$ cat config.mk
export PLATFORM = sky130hd
export DESIGN_NAME = rstw_ram
export DESIGN_NICKNAME = d
export VERILOG_FILES = /design/src/rtl/rstw_ram.sv
export SDC_FILE = /design/constraint.sdc
export NUM_CORES = 1
export LEC_CHECK = 0
export ABC_AREA = 1
export BUFFER_PORTS_ARGS = -buffer_cell sky130_fd_sc_hd__buf_2
export CORE_MARGIN = 4
export CORE_UTILIZATION = 40
export CTS_BUF_LIST = sky130_fd_sc_hd__clkbuf_16
export DETAILED_ROUTE_END_ITERATION = 8
export HOLD_SLACK_MARGIN = 0.06
export SETUP_SLACK_MARGIN = 0.3
export SYNTH_ARGS = -nofsm -noshare
export SYNTH_HDL_FRONTEND = slang
export SYNTH_SLANG_ARGS = --single-unit
$ cat constraint.sdc
create_clock -name clock -period 1.6 [get_ports clock]
set_clock_uncertainty 0.2 [all_clocks]
set_input_delay 0.48 -clock clock [delete_from_list [all_inputs] [get_ports clock]]
set_output_delay 0.48 -clock clock [all_outputs]
set_load 0.005 [all_outputs]
$ cat src/rtl/rstw_ram.sv
// Generic single write port, single read port RAM with registered read data.
// No dependencies.
module rstw_ram #(
   parameter int WIDTH = 8,
   parameter int DEPTH = 16
) (
   input  logic                                  clock,
   input  logic                                  wr_en,
   input  logic [(DEPTH > 1 ? $clog2(DEPTH) : 1)-1:0] wr_addr,
   input  logic [WIDTH-1:0]                      wr_data,
   input  logic [(DEPTH > 1 ? $clog2(DEPTH) : 1)-1:0] rd_addr,
   output logic [WIDTH-1:0]                      rd_data
);
   logic [WIDTH-1:0] mem_ff [DEPTH];

   // write and registered read
   always_ff @(posedge clock) begin
      if (wr_en) begin
         mem_ff[wr_addr] <= wr_data;
      end
      rd_data <= mem_ff[rd_addr];
   end
endmodule

# [Word level (Yosys, flattened, before mapping)]
# Memory sizes are Yosys's and may differ from the RTL's. A register that Yosys moved wholly into a read port is not among the register bits.
# Index checks and enable logic that the tools add are counted.
[word_totals] ramBits=128 n_memories=1 regBits=0 inputBits=18 word_cells=3 output_inout_bits=8
[op_classes] mux=2
[mem_list] name="mem_ff" words=16 word_bits=8 rd=1 rd_clocked_by_memory_dff=1 wr=1 line="14" source="logic [WIDTH-1:0] mem_ff [DEPTH];"
[op_table] cell="$mux W1" count=2

# [Longest topological paths before layout]
[logic_depth] ltp_word=2 ltp_mapped=8 depth_no_buf=7

# [Worst setup path after synthesis]
# No wires, ideal clock.
[synth_path] kind="input to register" startpoint="input port wr_addr[3] in the netlist's numbering" endpoint="memory mem_ff[4][0] (enable)" path_slack_ns=-0.031 arrival_ns=1.061 stages=2 cell_sequence="nand3b_1 -> nor2_1"
[synth_lines] item="start: declaration" line="9" source="input logic [(DEPTH > 1 ? $clog2(DEPTH) : 1)-1:0] wr_addr,"
[synth_lines] item="end: declaration" line="14"
# No word-level cell before the write port.

# [Worst setup path after layout]
[layout_path] startpoint="register rd_data[6], read port of mem_ff" endpoint="output port rd_data[6]"
[layout_lines] item="start: declaration" line="12" source="output logic [WIDTH-1:0] rd_data"
# No word-level cell between the ends.

==> summary.txt <==
Status
  • Outcome: finished, final reports clean

Detailed routing
  • Via count: 3,795
  • Avg WL per Cell: between 15 and 20 um
  • Final WL: about 13 mm
  • Vias/cell: between 4 and 5
  • DRT iter0 DRCs: roughly 420
  • DR pass1 iterations: 5
  • Residual DRC: 0
  • ANT nets after route: 0

Final layout
  • Non-filler instance count after layout: approximately 800
  • Area taken by multi-input logic gates: 1410 um2
  • Final #Nets: ~620
  • Area growth syn-to-layout: 25.6%
  • Layout cell share with drive strength beyond 1: 0.224
  • Register area: about 4000 um2
  • FILL cells: ~1,300
  • ANT cells: 0
  • Final instance area: just over 7000 um2

Synth
  • Most frequent cell after synthesis: nand2_1
  • Synth Area in Adders: 0
  • Post-Synth Simple-Gate Area: 0.210
  • Compound-Gate Fraction of Synth Area: 0
  • Flops & latches, synth: about 140
  • Post-synthesis xor/xnor area fraction: 0
  • Post-synthesis cell count: ~550
  • Ys Warns: 0
  • Ys async rst share: 0
  • Synthesized area per cell: roughly 10 um2
  • Top cells by area, synth: edfxtp_1 (67%), nand2_1 (11%), nand3_1 (8.4%), inv_1 (6.5%), dfxtp_1 (2.8%)
  • Yosys top cell area share: 0.667
  • Yosys cell types: 12
  • Commonest cells in the netlist: nand2_1 (173), edfxtp_1 (128), inv_1 (100), nand3_1 (97), nor2_1 (17)
  • Main synth FF type: edfxtp_1
  • Register area share after synthesis: 0.694
  • EDFF count, synth: around 130
  • Post-Syn Area: between 5000 and 6000 um2
  • Multiplexer share of the synthesized area: 0
  • Largest family of logic cells by synthesized area: simple AND/OR/NAND/NOR gates
  • Mapped Nets: 569
  • Top cell type by total area after synthesis: edfxtp_1

Setup path
  • Worst Setup Path Type: reg2out
  • Cell Chain, Critical Path: buf_6
  • RR Endpoint: rd_data[1]
  • Max incr delay on CP: between 300 and 400 ps
  • Crit-path leading delay family: flip-flops
  • Data arrival time of the worst path: 850 ps
  • CP Capture Type: output pin
  • Slowest stage cell, crit path: dfxtp_2
  • CP bufs+invs: 1
  • Critical R2R Launch: mem_ff[8][1]
  • WP data required: a little over 900 ps
  • Worst reg2reg setup slack: 400 ps
  • Reg2Reg Depth: 6
  • Worst-path fanout max: 1
  • Startpoint types: flop

Clock network
  • Clock Tree Buf Depth: 2
  • Root Buffer: clkbuf_16
  • Sink Count: between 100 and 150
  • H-tree depth: 4
  • Worst-skew pair later-pin latency: approximately 410 ps
  • CTS buffer count: 17
  • CTS tree: built
  • Reg clk slew, reported paths: ~60 ps
  • Hold_buf cts: 0

Hold path
  • Hold Startpoint: wr_data[5]
  • HP Class: in2reg
  • Worst Hold Path EP: mem_ff[8][5]
  • WHS Path Cells: 1

STA
  • Setup TNS: 0 ps
  • Pins Over Slew Limit: 0
  • RSZ-0062 raised after global routing: yes
  • Min Tclk post-route: approximately 1500 ps
  • Worst slew pin tran: ~400 ps
  • Setup Viol. Count Final: 0
  • Max Clock Freq: around 0.65 GHz
  • Slew Limit Headroom: 0.734
  • Final period utilization: 0.954
  • Final Hold Fails: 0

Run
  • # Max-Cap Violations: 0

Placed design
  • Gpl congestion: slightly above 0.8
  • Port-buffer cells: 25
  • Post-Place Cell Area: roughly 6500 um2
  • Hpwl dp: roughly 8.4 mm
  • Placed instance count: 764

Global routing
  • First-pass GRT wire length: roughly 21 mm
  • Vias in the first global route: about 3,700
  • Initial antenna violation count: 0
  • GRT Total Usage: 0.169
  • Pin count of the biggest net entering global routing: 36
  • Total gr overflow: 0

Pwr
  • Max IR drop VDD: roughly 0.69 mV
  • Leak Pwr: 3.08 nW
  • P per Cell Area: about 1200 nW/um2

Floorplanning
  • Initial Util: 0.412
  • Chip Width: 128 um
  • Row count: 43
  • Total Die Area: between 15,000 and 20,000 um2
  • Die H: approximately 130 um
  • CORE AREA: 14,000 um2
  • I/O Pins: 26
-- registers in the layout, summed over array words and instances (netlist names) --
name,flops
mem_ff,128
rd_data,8
-- how the worst max path moves through the flow --
stage | startpoint | endpoint | slack, ps | cells after the start
3_3_place_gp | rd_addr[0] | rd_data[1] | -190 | 8
6_report | rd_data[6] | rd_data[6] | 70 | 1
5_1_grt | rd_data[6] | rd_data[6] | 50 | 1
4_1_cts | rd_data[6] | rd_data[6] | 50 | 1
2_1_floorplan | wr_addr[2] | mem_ff[10][0] | 50 | 2
3_5_place_dp | rd_addr[0] | rd_data[4] | -180 | 8
-- power breakdown --
part	total [mW]	switching [mW]	internal [mW]
clock	3.92	1.47	2.45
sequential	4.01	0.0242	3.98
combinational	0.619	0.391	0.227
-- cell families (layout without fill, tap and decap cells) --
| family | after synthesis | in the layout |
|---|---|---|
| simple gates | 289 | 289 |
| buf+inv | 126 | 192 |
| flops | 136 | 136 |
-- through the flow --
stage / util / setup slack [ps] / total power, mW / hold slack [ps]
after floorplan: - / 46.4 / 4.42 / 379
after global placement: 0.467 / -188 / 4.66 / 455
after detailed placement: 0.467 / -184 / 4.67 / 475
after CTS: 0.514 / 53.2 / 8.60 / 269
after global routing: 0.518 / 46.0 / 8.84 / 288
final: 0.518 / 73.0 / 8.55 / 282
-- cell usage in the layout (no fill, tap or decap), drive strengths merged --
| cell | instances |
|---|---|
| edfxtp | 128 |
| clkinvlp | 4 |
| nor2 | 17 |
| bufinv | 3 |
| buf | 58 |
| nand2 | 173 |
| clkinv | 4 |
| nand3 | 97 |
| clkbuf | 17 |
| nand3b | 2 |
| inv | 106 |
| dfxtp | 8 |
-- final cells by class --
class                      count  area share
multi-input combinational    289       0.194
clock inverter                15      0.0245
inverter                     102      0.0553
clock buffer                  17      0.0587
sequential                   136       0.553
tap                          180      0.0311
timing repair buffer          58      0.0831
-- metal layers --
layer,GRT usage,routed length [um]
met4,0.0524,116
met1,0.241,6130
met5,0,0
met3,0.0325,584
met2,0.264,6330
-- what timing repair did --
action | 4_1_cts | 5_1_grt
pin swaps | 0 | 1
gates resized for setup | 8 | 15
cloned | 1 | 0
setup buffers | 0 | 0
setup endpoints to repair | 20 | 52
Power figures use the tool's default switching activity.
