$ cat src/rtl/rstw_pkg.sv
// Shared types and constants of the reliable send window tracker.
// No dependencies; imported by the output stage, the top level and the test bench.
package rstw_pkg;

   // input item kinds
   localparam logic [1:0] KIND_PUSH = 2'd0;
   localparam logic [1:0] KIND_ACK  = 2'd1;
   localparam logic [1:0] KIND_NACK = 2'd2;
   localparam logic [1:0] KIND_TICK = 2'd3;

   // result events
   localparam logic [1:0] EV_SEND     = 2'd0;
   localparam logic [1:0] EV_RESEND   = 2'd1;
   localparam logic [1:0] EV_ACCEPTED = 2'd2;
   localparam logic [1:0] EV_WRITABLE = 2'd3;

   // configuration register indexes
   localparam logic [1:0] CSR_WINDOW_SIZE = 2'd0;
   localparam logic [1:0] CSR_NAGLE_EN    = 2'd1;
   localparam logic [1:0] CSR_NAGLE_DELAY = 2'd2;
   localparam logic [1:0] CSR_INIT_SEQ    = 2'd3;

   localparam logic [16:0] BUF_MAX      = 17'd131071;
   localparam int          SMALL_MARGIN = 256;
   localparam logic [7:0]  TRIES_MAX    = 8'd255;

   typedef struct packed {
      logic [1:0]  event_res;
      logic [31:0] out_seq;
      logic [10:0] segment_length;
      logic [7:0]  send_count;
      logic [15:0] accepted_bytes;
   } result_type;

endpackage

$ cat src/rtl/rstw_out.sv
// Result output stage: one hold register and one output register, so the
// final result of an item can be marked last. Depends on rstw_pkg.
module rstw_out (
   input  logic                clock,
   input  logic                reset,
   input  logic                res_push,
   input  logic                res_flush,
   input  rstw_pkg::result_type res_data,
   output logic                res_ok,
   output logic                rsp_tvalid,
   input  logic                rsp_tready,
   output logic [71:0]         rsp_tdata,   // out_seq, segment_length, send_count, accepted_bytes
   output logic [1:0]          rsp_tuser,   // event_res
   output logic                rsp_tlast
);
   import rstw_pkg::*;

   logic       hold_v_ff, hold_v_in;
   result_type hold_ff, hold_in;
   logic       out_v_ff, out_v_in;
   result_type out_ff, out_in;
   logic       last_ff, last_in;

   assign res_ok = !hold_v_ff || !out_v_ff || rsp_tready;

   // move held result out when a new one arrives or the item ends
   always_comb begin
      hold_v_in = hold_v_ff;
      hold_in   = hold_ff;
      out_v_in  = out_v_ff;
      out_in    = out_ff;
      last_in   = last_ff;
      if (out_v_ff && rsp_tready) begin
         out_v_in = 1'b0;
      end
      if ((res_push || res_flush) && hold_v_ff) begin
         out_v_in = 1'b1;
         out_in   = hold_ff;
         last_in  = res_flush;
      end
      if (res_push) begin
         hold_v_in = 1'b1;
         hold_in   = res_data;
      end else if (res_flush) begin
         hold_v_in = 1'b0;
      end
   end

   always_ff @(posedge clock) begin
      if (reset) begin
         hold_v_ff <= 1'b0;
         out_v_ff  <= 1'b0;
      end else begin
         hold_v_ff <= hold_v_in;
         out_v_ff  <= out_v_in;
      end
      hold_ff <= hold_in;
      out_ff  <= out_in;
      last_ff <= last_in;
   end

   assign rsp_tvalid = out_v_ff;
   assign rsp_tuser  = out_ff.event_res;
   assign rsp_tlast  = last_ff;
   assign rsp_tdata  = {5'd0, out_ff.accepted_bytes, out_ff.send_count,
                        out_ff.segment_length, out_ff.out_seq};
endmodule

$ cat config.mk
export PLATFORM = sky130hd
export DESIGN_NAME = rstw_out
export DESIGN_NICKNAME = d
export VERILOG_FILES = /design/src/rtl/rstw_pkg.sv /design/src/rtl/rstw_out.sv
export SDC_FILE = /design/constraint.sdc
export NUM_CORES = 1
export LEC_CHECK = 0
export ABC_CLOCK_PERIOD_IN_PS = 4000
export BUFFER_PORTS_ARGS = -buffer_cell sky130_fd_sc_hd__buf_2
export CORE_MARGIN = 1.5
export CORE_UTILIZATION = 40
export DETAILED_ROUTE_END_ITERATION = 16
export MAX_ROUTING_LAYER = met4
export PLACE_DENSITY = 0.76
export SLEW_MARGIN = 30
export SYNTH_ARGS = -nofsm -noshare
export SYNTH_HDL_FRONTEND = slang
export SYNTH_SLANG_ARGS = --single-unit
$ cat constraint.sdc
create_clock -name clock -period 4 [get_ports clock]
set_clock_uncertainty 0.1 [all_clocks]
set_input_delay 0.8 -clock clock [delete_from_list [all_inputs] [get_ports clock]]
set_output_delay 0.8 -clock clock [all_outputs]
set_load 0.01 [all_outputs]
# Word-level counts from Yosys, hierarchy flattened
# Cells that the tools add are included.
[word_totals]
register_bits = 141
input_bits = 74
elab_cells = 26
[op_classes]
mux = 4
reduce_logical = 9
[ops]
columns = ["cell", "count"]
rows = [
  ["$mux W1", 4],
  ["$reduce_bool A2 Y1", 2],
  ["$logic_or A1 B1 Y1", 3],
  ["$logic_and A1 B1 Y1", 2],
  ["$logic_not A1 Y1", 2],
]

# Depth between registers and ports, before layout
# Gate-level depths: netlist (run 1).
[depth]
depth_word = 3
depth_mapped = 2

# Worst setup path before layout (run 1)
# No wires, ideal clock.
[synth_path]
path_kind = "input -> register"
start = "input port res_push"
end = "register out_ff, in the netlist rsp_tdata[0], enable pin"
setup_ns = 0.424
arrival_time_ns = 2.245
t_required_ns = 3.476
setup_slack_ns = 1.230
cell_stages = 2
n_path_buf = 0
cell_sequence = "o21ai_1 inv_1"
[synth_via]
elab_chain_cells = 2
[synth_rtl]
columns = ["element", "line_no", "text"]
rows = [
  ["start: declaration", "rstw_out.sv:6", "input logic res_push,"],
  ["$logic_or A1 B1 Y1", "rstw_out.sv:36", "if ((res_push || res_flush) && hold_v_ff) begin"],
  ["$logic_and A1 B1 Y1", "rstw_out.sv:36", ""],
  ["end signal: assignment", "rstw_out.sv:58", "out_ff <= out_in;"],
  ["end: declaration", "rstw_out.sv:21", "result_type out_ff, out_in;"],
]
# Every way passes these cells.
# A chain may end at the register's enable or synchronous reset.

# Worst setup path in the final report (run 1)
[layout_path]
start = "input port rsp_tready"
end = "output port res_ok"
[layout_via]
elab_chain_cells = 1
[layout_rtl]
columns = ["element", "line_no", "text"]
rows = [
  ["start: declaration", "rstw_out.sv:11", "input logic rsp_tready,"],
  ["$logic_or A1 B1 Y1", "rstw_out.sv:24", "assign res_ok = !hold_v_ff || !out_v_ff || rsp_tready;"],
  ["end: declaration", "rstw_out.sv:9", "output logic res_ok,"],
]
# Every way passes these cells.

==> results.sh, run 1 <==
export IMPL_status="completed"
export IMPL_worstSetupPathType="in2out"
export IMPL_reg2reg_depth=3
export IMPL_ys_types=10
export IMPL_wire_per_inst_um=14.1
export IMPL_whs_endpoint="rsp_tdata[55]"
export IMPL_total_power_mw=3.43
export IMPL_dieWidth_um=107
export IMPL_crit_path_start_kind="primary input"
export IMPL_clkSlewWorstSetupHoldPaths_ns=0.05
export IMPL_ios=151
export IMPL_fin_crit_sh_pct=51.9
export IMPL_core_area_um2=10400
export IMPL_rsz0062_at_grt="no"
export IMPL_r2r_start="hold_v_ff"
export IMPL_mostFrequentLayoutCells="144 x buf_2, 139 x edfxtp_1, 16 x clkbuf_16, 6 x clkbuf_1, 5 x conb_1"
export IMPL_syn_inst=155
export IMPL_dp_slack_ns=1.82
export IMPL_n_fill_cell=832
export IMPL_vias_per_cell=4.26
export IMPL_yosys_warnings=0
export IMPL_stdcell_area_um2=5800
export IMPL_worst_path_max_fanout=2
export IMPL_dp_cells=437
export IMPL_worstPathRequired_ns=3.10
export IMPL_cts_tree="built"
export IMPL_grt_pass1_vias=1964
export IMPL_grt_overflow=0
export IMPL_synth_top_family_by_area="buffers and inverters"
export IMPL_final_net_count=394
export IMPL_cts_buffer_depth=2
export IMPL_r2r_end="rsp_tdata[25]"
export IMPL_holdWs_ns=0.315
export IMPL_synth_simple_area_share_pct=0.465
export IMPL_cp_end_kind="output pin"
export IMPL_hold_buffers=0
export IMPL_fin_crit_ns=2.08
export IMPL_slew_headroom_pct=40.9
export IMPL_max_cap_violations=0
export IMPL_die_area_um2=11400
export IMPL_cts_resized=0
export IMPL_dpl_hpwl_um=4510
export IMPL_grt_start_max_net_pins=71
export IMPL_drc=0
export IMPL_drt_iter0_drc=57
export IMPL_ys_ff_latch=141
export IMPL_setup_viol=0
export IMPL_rows=37
export IMPL_initial_core_util_pct=41.5
export IMPL_grt_use_total_pct=12.6
export IMPL_synth_area_um2=4300
export IMPL_gp_congestion=0.696
export IMPL_final_cells=469
export IMPL_seq_area_frac_synth_pct=98.0
export IMPL_die_height_um=107
export IMPL_fin_ws_ns=1.92
export IMPL_final_antenna_net_count=0
export IMPL_final_util_pct=55.9
export IMPL_antennaDiodeCount=0
export IMPL_cts_made_buffers=17
export IMPL_worstHoldStart="hold_ff[4]"
export IMPL_leakage_nw=2.26
export IMPL_clockRootBuffer="clkbuf_8"
export IMPL_synth_compound_area_share_pct=0.436
export IMPL_max_freq_mhz=481
export IMPL_synthAdderAreaFrac_pct=0
export IMPL_drive_gt1_share_pct=52.6
export IMPL_postPlaceCellArea_um2=5200
export IMPL_port_buffers=145
export IMPL_clock_sinks=141
export IMPL_syn_to_final_growth_pct=34.7
export IMPL_p_per_area_nw_per_um2=592
export IMPL_min_path_cells=0
export IMPL_num_vias=1997
export IMPL_synthXorXnorAreaFrac_pct=0
export IMPL_first_pass_iters=6
export IMPL_clk_latency_ns=0.50
export IMPL_wirelength_um=6630
export IMPL_hold_viol_final=0
export IMPL_slew_violations=0
export IMPL_syn_mean_instance_area_um2=27.8
export IMPL_postCtsSetupBuffers=0
export IMPL_finalSetupTns_ns=0
export IMPL_cp_data_arrival_time_ns=1.18
export IMPL_mostFrequentLayoutCell="buf_2"
export IMPL_synth_mux_area_share_pct=0
export IMPL_irDropWorstVdd_mv=0.261
export IMPL_h_tree_depth=4
export IMPL_grt_pass1_wl_um=9820
export IMPL_ff2ff_setup_slack_ns=2.36
export IMPL_worst_slew_pin_transition_ns=0.886
export IMPL_hold_path_class="reg2reg"
export IMPL_grt_antenna_before_repair=0
## cell usage after synthesis
master / n / share of area, %
edfxtp_1: 139 / 97
buf_4: 5 / 0.87
dfxtp_1: 2 / 0.93
inv_1: 2 / 0.17
nand2b_1: 2 / 0.29
a21oi_1: 1 / 0.12
a21oi_2: 1 / 0.20
conb_1: 1 / 0.087
nand3b_1: 1 / 0.17
o21ai_1: 1 / 0.12
## critical path: stages
cell	delay [ns]
buf_2	0.10
nand3b_1	0.14
buf_2	0.14
## layer usage
metal  global-route usage (%)  up-vias  part of all wire, %  routed length, um
li1                         -      944                    -                  -
met4                     5.14        0                  1.2                 82
met2                     19.6      101                   51               3380
met5                        -        -                    0                  0
met1                     13.9      941                   39               2610
met3                     5.96       11                  8.3                548
## flip-flops by register name, indices dropped and copies added (netlist names)
register	flops
rsp_tuser	2
rsp_tlast	1
rsp_tvalid	1
rsp_tdata	67
hold_v_ff	1
hold_ff	69
## report_power, final
group          internal, mW  switching [mW]  total [mW]
registers              1.74          0.0237        1.76
logic                0.0519          0.0746       0.126
clock network          1.02           0.516        1.54
total                  2.82           0.614        3.43
## how the worst max path moves through the flow
stage / start / to / slack [ns] / depth (start not counted)
finish: rsp_tready / res_ok / 1.92 / 3
global route: rsp_tready / res_ok / 1.91 / 3
CTS: rsp_tready / res_ok / 1.92 / 3
detailed placement: res_push / rsp_tdata[50] / 1.82 / 4
global placement: res_push / rsp_tdata[18] / 1.86 / 4
floorplan: res_push / rsp_tdata[0] / 1.23 / 2
## logic make-up after synthesis
kind of cell,Yosys count
buffers and inverters,7
AOI/OAI and AO/OA,3
DFF,141
and+or+nand+nor,3
other,1
## area by class of cell
| type | count | area (um2) | area share, % |
|---|---|---|---|
| inverter | 2 | 7.51 | 0.130 |
| timing repair buffer | 147 | 756 | 13.0 |
| sequential | 141 | 4210 | 72.7 |
| clock buffer | 24 | 450 | 7.77 |
| multi-input combinational | 11 | 57.6 | 0.993 |
| tap | 136 | 170 | 2.94 |
| clock inverter | 8 | 140 | 2.42 |
No activity file was read; power rests on OpenSTA's default activity.
==> inputs of run 2 (changes only) <==
--- a/config.mk
+++ b/config.mk
@@ -5,13 +5,13 @@
 export SDC_FILE = /design/constraint.sdc
 export NUM_CORES = 1
 export LEC_CHECK = 0
-export ABC_CLOCK_PERIOD_IN_PS = 4000
+export ABC_CLOCK_PERIOD_IN_PS = 1820
 export BUFFER_PORTS_ARGS = -buffer_cell sky130_fd_sc_hd__buf_2
 export CORE_MARGIN = 1.5
 export CORE_UTILIZATION = 40
 export DETAILED_ROUTE_END_ITERATION = 16
 export MAX_ROUTING_LAYER = met4
-export PLACE_DENSITY = 0.76
+export PLACE_DENSITY = 0.79
 export SLEW_MARGIN = 30
 export SYNTH_ARGS = -nofsm -noshare
 export SYNTH_HDL_FRONTEND = slang
==> constraint.sdc (replaced) <==
create_clock -name clock -period 1.82 [get_ports clock]
set_clock_uncertainty 0.1 [all_clocks]
set_input_delay 0.364 -clock clock [delete_from_list [all_inputs] [get_ports clock]]
set_output_delay 0.364 -clock clock [all_outputs]
set_load 0.01 [all_outputs]
==> run 2 against run 1 <==
Compared with the run above:
- combinational power rose to 3.4 times the previous value
- setup slack lost 1.7 ns
- highest routed layer unchanged
- sequential cell count is the same
- largest cell class unchanged
- core utilization rose by 7.7 points
- global-route usage increased by 2.5 points
- sequential share of layout area fell by 8.8 points
- non-clock buffer count rose by 74
- register-to-register slack worse by 1.8 ns
- final cell count up 16%
==> results.sh, run 2 (synthesized netlist as in run 1, its figures left out) <==
export IMPL_status="completed"
export IMPL_gp_congestion=0.658
export IMPL_grt_antenna_before_repair=0
export IMPL_cts_buffer_depth=2
export IMPL_final_net_count=468
export IMPL_worstSetupPathType="reg2out"
export IMPL_mostFrequentLayoutCell="buf_2"
export IMPL_wirelength_um=7950
export IMPL_drive_gt1_share_pct=44.2
export IMPL_cp_end_kind="output pin"
export IMPL_postCtsSetupBuffers=0
export IMPL_mostFrequentLayoutCells="144 x buf_2, 139 x edfxtp_1, 71 x dlygate4sd3_1, 16 x clkbuf_16"
export IMPL_num_vias=2265
export IMPL_vias_per_cell=4.17
export IMPL_fin_crit_sh_pct=89.6
export IMPL_ios=151
export IMPL_core_area_um2=10400
export IMPL_irDropWorstVdd_mv=0.593
export IMPL_stdcell_area_um2=6600
export IMPL_drt_iter0_drc=89
export IMPL_dpl_hpwl_um=4730
export IMPL_clkSlewWorstSetupHoldPaths_ns=0.06
export IMPL_top_register="hold_ff"
export IMPL_leakage_nw=2.57
export IMPL_final_cells=543
export IMPL_grt_overflow=0
export IMPL_clockRootBuffer="clkbuf_8"
export IMPL_grt_use_total_pct=15.1
export IMPL_cts_resized=0
export IMPL_clk_latency_ns=0.51
export IMPL_setup_viol=0
export IMPL_worstPathRequired_ns=1.36
export IMPL_postPlaceCellArea_um2=5270
export IMPL_first_pass_iters=4
export IMPL_syn_to_final_growth_pct=53.3
export IMPL_hold_viol_final=0
export IMPL_grt_pass1_wl_um=11800
export IMPL_max_cap_violations=0
export IMPL_max_freq_mhz=613
export IMPL_wire_per_inst_um=14.6
export IMPL_cts_made_buffers=17
export IMPL_dp_cells=440
export IMPL_rsz0062_at_grt="no"
export IMPL_largest_reg_flops=69
export IMPL_slew_violations=0
export IMPL_dieWidth_um=107
export IMPL_drc=0
export IMPL_cp_data_arrival_time_ns=1.17
export IMPL_grt_pass1_vias=2330
export IMPL_die_area_um2=11400
export IMPL_final_util_pct=63.6
export IMPL_rows=37
export IMPL_h_tree_depth=4
export IMPL_antennaDiodeCount=0
export IMPL_cts_tree="built"
export IMPL_crit_path_start_kind="flip-flop"
export IMPL_n_fill_cell=727
export IMPL_fin_crit_ns=1.63
export IMPL_die_height_um=107
export IMPL_p_per_area_nw_per_um2=1190
export IMPL_holdWs_ns=0.0422
export IMPL_worst_path_max_fanout=3
export IMPL_grt_start_max_net_pins=60
export IMPL_initial_core_util_pct=41.5
export IMPL_clock_sinks=141
export IMPL_hold_path_class="in2reg"
export IMPL_port_buffers=145
export IMPL_final_antenna_net_count=0
[run 2: final cells by class]
cell class	instances	area, um2	share of cell area, %
flip-flops and latches	141	4210	63.9
repair buffers	221	1510	23.0
clock buffers	18	418	6.34
clock inverters	14	199	3.02
well taps	136	170	2.58
multi-input cells	11	68.8	1.04
inverters	2	11.3	0.171
[run 2: path summary, 6_finish.rpt]
| kind | start | end | depth (start not counted) | slack (ns) |
|---|---|---|---|---|
| worst max register to register | hold_v_ff | rsp_tdata[37] | 3 | 0.53 |
| worst min-delay path | rsp_tready | rsp_tvalid | 3 | 0.04 |
| worst min register to register | hold_ff[42] | rsp_tdata[7] | 0 | 0.32 |
| worst max-delay path | hold_v_ff | res_ok | 2 | 0.19 |
[run 2: timing repair]
item / 4_1_cts / 5_1_grt
endpoints found under the setup margin: 0 / 0
hold buffers: 71 / 0
endpoints found under the hold margin: 72 / 0
[run 2: power by group]
part | internal [mW] | switching, mW
clock network | 2.34 | 1.22
logic | 0.226 | 0.196
registers | 3.82 | 0.0519
[run 2: layer usage]
metal  vias up  GRT usage, %  part of all wire (%)
met2        98          24.7                    51
met4         0          7.14                   1.5
met5         -             -                     0
li1       1090             -                     -
met1      1062          16.8                    41
met3        15          4.92                   6.1
[run 2: through the flow]
stage | setup TNS, ns | power [mW] | setup WS (ns)
floorplan | -15.29 | 4.02 | -0.218
global placement | 0 | 4.23 | 0.378
detailed placement | 0 | 4.25 | 0.368
CTS | 0 | 7.92 | 0.190
global route | 0 | 8.13 | 0.116
finish | 0 | 7.86 | 0.189
[run 2: worst max-delay path, cell delays in order, from the launching register on]
cell and delay [ns]:
dfxtp_1 0.39, nand3b_1 0.11, buf_2 0.15
==> inputs of run 3 (changes only) <==
--- a/config.mk
+++ b/config.mk
@@ -5,13 +5,14 @@
 export SDC_FILE = /design/constraint.sdc
 export NUM_CORES = 1
 export LEC_CHECK = 0
+export ABC_AREA = 1
 export ABC_CLOCK_PERIOD_IN_PS = 1820
 export BUFFER_PORTS_ARGS = -buffer_cell sky130_fd_sc_hd__buf_2
 export CORE_MARGIN = 1.5
 export CORE_UTILIZATION = 40
 export DETAILED_ROUTE_END_ITERATION = 16
 export MAX_ROUTING_LAYER = met4
-export PLACE_DENSITY = 0.79
+export PLACE_DENSITY = 0.8
 export SLEW_MARGIN = 30
 export SYNTH_ARGS = -nofsm -noshare
 export SYNTH_HDL_FRONTEND = slang
==> run 3 against run 2 <==
Compared with the run above:
- wire length fell by 2.6%
- via count rose by 0.22%
- non-clock buffer count did not move
- cell area fell by 0.99%
- highest routed layer unchanged
- critical path type is now in2reg
- largest power group unchanged
==> results.sh, run 3 <==
export IMPL_status="completed"
export IMPL_worstPathCellList="dlygate4sd3_1, buf_2, o21ai_4, clkinvlp_4, buf_12, buf_12"
export IMPL_rsz0062_at_grt="no"
export IMPL_rows=37
export IMPL_cp_end_kind="flip-flop"
export IMPL_mostFrequentLayoutCell="buf_2"
export IMPL_final_util_pct=63.0
export IMPL_slew_violations=0
export IMPL_clk_latency_ns=0.49
export IMPL_postCtsSetupBuffers=0
export IMPL_gp_congestion=0.664
export IMPL_worst_path_max_fanout=29
export IMPL_core_area_um2=10400
export IMPL_die_height_um=107
export IMPL_ff2ff_setup_slack_ns=0.41
export IMPL_dpl_hpwl_um=4590
export IMPL_synth_area_um2=4300
export IMPL_cts_buffer_depth=2
export IMPL_total_power_mw=7.41
export IMPL_ys_types=11
export IMPL_worstPathRequired_ns=1.96
export IMPL_setup_viol=0
export IMPL_vias_per_cell=4.18
export IMPL_fin_crit_sh_pct=87.9
export IMPL_cp_slowest_stage_delay_ns=0.53
export IMPL_yosys_warnings=0
export IMPL_clockRootBuffer="clkbuf_8"
export IMPL_hold_viol_final=0
export IMPL_dp_slack_ns=0.248
export IMPL_yosysTopAreaCellShare_pct=97.0
export IMPL_first_pass_iters=4
export IMPL_irDropWorstVdd_mv=0.755
export IMPL_p_per_area_nw_per_um2=1130
export IMPL_max_freq_mhz=625
export IMPL_syn_inst=156
export IMPL_top_register="hold_ff"
export IMPL_dieWidth_um=107
export IMPL_final_net_count=469
export IMPL_port_buffers=145
export IMPL_cts_made_buffers=17
export IMPL_r2r_start="hold_v_ff"
export IMPL_antennaDiodeCount=0
export IMPL_min_path_cells=4
export IMPL_fin_ws_ns=0.220
export IMPL_finalSetupTns_ns=0
export IMPL_synth_edf_count=139
export IMPL_yosysMostFrequentCell="edfxtp_1"
export IMPL_yosys_area_top_type="edfxtp_1"
export IMPL_drive_gt1_share_pct=44.0
export IMPL_cts_resized=0
export IMPL_grt_use_total_pct=14.0
export IMPL_die_area_um2=11400
export IMPL_grt_overflow=0
export IMPL_cts_tree="built"
export IMPL_syn_to_final_growth_pct=51.8
export IMPL_drc=0
export IMPL_crit_path_start_kind="primary input"
export IMPL_drt_iter0_drc=86
export IMPL_final_antenna_net_count=0
export IMPL_fin_crit_ns=1.60
export IMPL_clock_sinks=141
export IMPL_clkSlewWorstSetupHoldPaths_ns=0.06
export IMPL_grt_antenna_before_repair=0
export IMPL_cp_slowest_cell="dlygate4sd3_1"
export IMPL_num_vias=2270
export IMPL_grt_pass1_wl_um=11100
export IMPL_worstHoldStart="rsp_tready"
export IMPL_synth_common_cells="139 x edfxtp_1, 5 x buf_4, 3 x inv_1"
export IMPL_mostFrequentLayoutCells="144 x buf_2, 139 x edfxtp_1, 71 x dlygate4sd3_1, 16 x clkbuf_16, 5 x conb_1"
export IMPL_grt_pass1_vias=2303
export IMPL_max_cap_violations=0
export IMPL_seq_area_frac_synth_pct=98.0
export IMPL_r2r_end="rsp_tdata[10]"
export IMPL_largest_reg_flops=69
export IMPL_syn_mean_instance_area_um2=27.6
export IMPL_initial_core_util_pct=41.5
export IMPL_h_tree_depth=4
export IMPL_ys_async_sr_fraction_pct=0
export IMPL_holdWs_ns=0.0887
export IMPL_cp_data_arrival_time_ns=1.74
export IMPL_worstSetupPathType="in2reg"
export IMPL_hold_path_class="in2reg"
export IMPL_hold_buffers=71
export IMPL_synth_ff_type="edfxtp_1"
export IMPL_whs_endpoint="rsp_tvalid"
export IMPL_synth_area_top_cells="edfxtp_1 97%, dfxtp_1 0.93%, buf_4 0.87%"
export IMPL_ys_ff_latch=141
export IMPL_reg2reg_depth=4
export IMPL_grt_start_max_net_pins=71
export IMPL_crit_top_cell="buf_12"
export IMPL_wire_per_inst_um=14.3
export IMPL_leakage_nw=2.54
export IMPL_wirelength_um=7740
export IMPL_ios=151
[run 3: through the flow]
step	cell area, um2	cells
6_report	6530	543
5_1_grt	6530	543
4_1_cts	6530	543
3_5_place_dp	5280	441
3_3_place_gp	5280	441
2_1_floorplan	4330	160
[run 3: how the worst max path moves through the flow]
stage | start | end | slack, ns | depth (start not counted)
after floorplan | res_push | rsp_tdata[0] | -0.23 | 2
after global placement | res_push | rsp_tdata[18] | 0.27 | 5
after detailed placement | res_push | rsp_tuser[0] | 0.25 | 5
after CTS | hold_v_ff | res_ok | 0.22 | 2
after global routing | hold_v_ff | res_ok | 0.15 | 2
final | res_flush | rsp_tdata[10] | 0.22 | 6
[run 3: cells by family (layout without fill, tap and decap cells)]
logic type / Yosys count / count (layout) / synth area share, %
flops: 141 / 141 / 98.0
buf+inv: 8 / 255 / 1.13
compound gates: 3 / 3 / 0.524
simple gates: 3 / 3 / 0.291
other cells: 1 / 5 / 0.0872
[run 3: worst max-delay path: cells and delay by family]
family	cells	cell delay (ns)
buf+inv	5	1.21
compound gates	1	0.16
[run 3: final cells by class]
class	instances	area (um2)
inverters	3	15.0
fillers	732	3840
flip-flops and latches	141	4210
clock inverters	12	121
repair buffers	221	1530
clock buffers	19	422
multi-input cells	11	61.3
well taps	136	170
[run 3: per-layer routing]
metal,global-route usage [%],wire (um)
met1,14.6,3110
met5,-,0
met4,5.33,131
met2,24.0,4070
met3,5.23,432
[run 3: power breakdown]
part	internal (mW)	switching, mW
logic	0.229	0.195
registers	3.82	0.0551
clock network	1.93	1.18
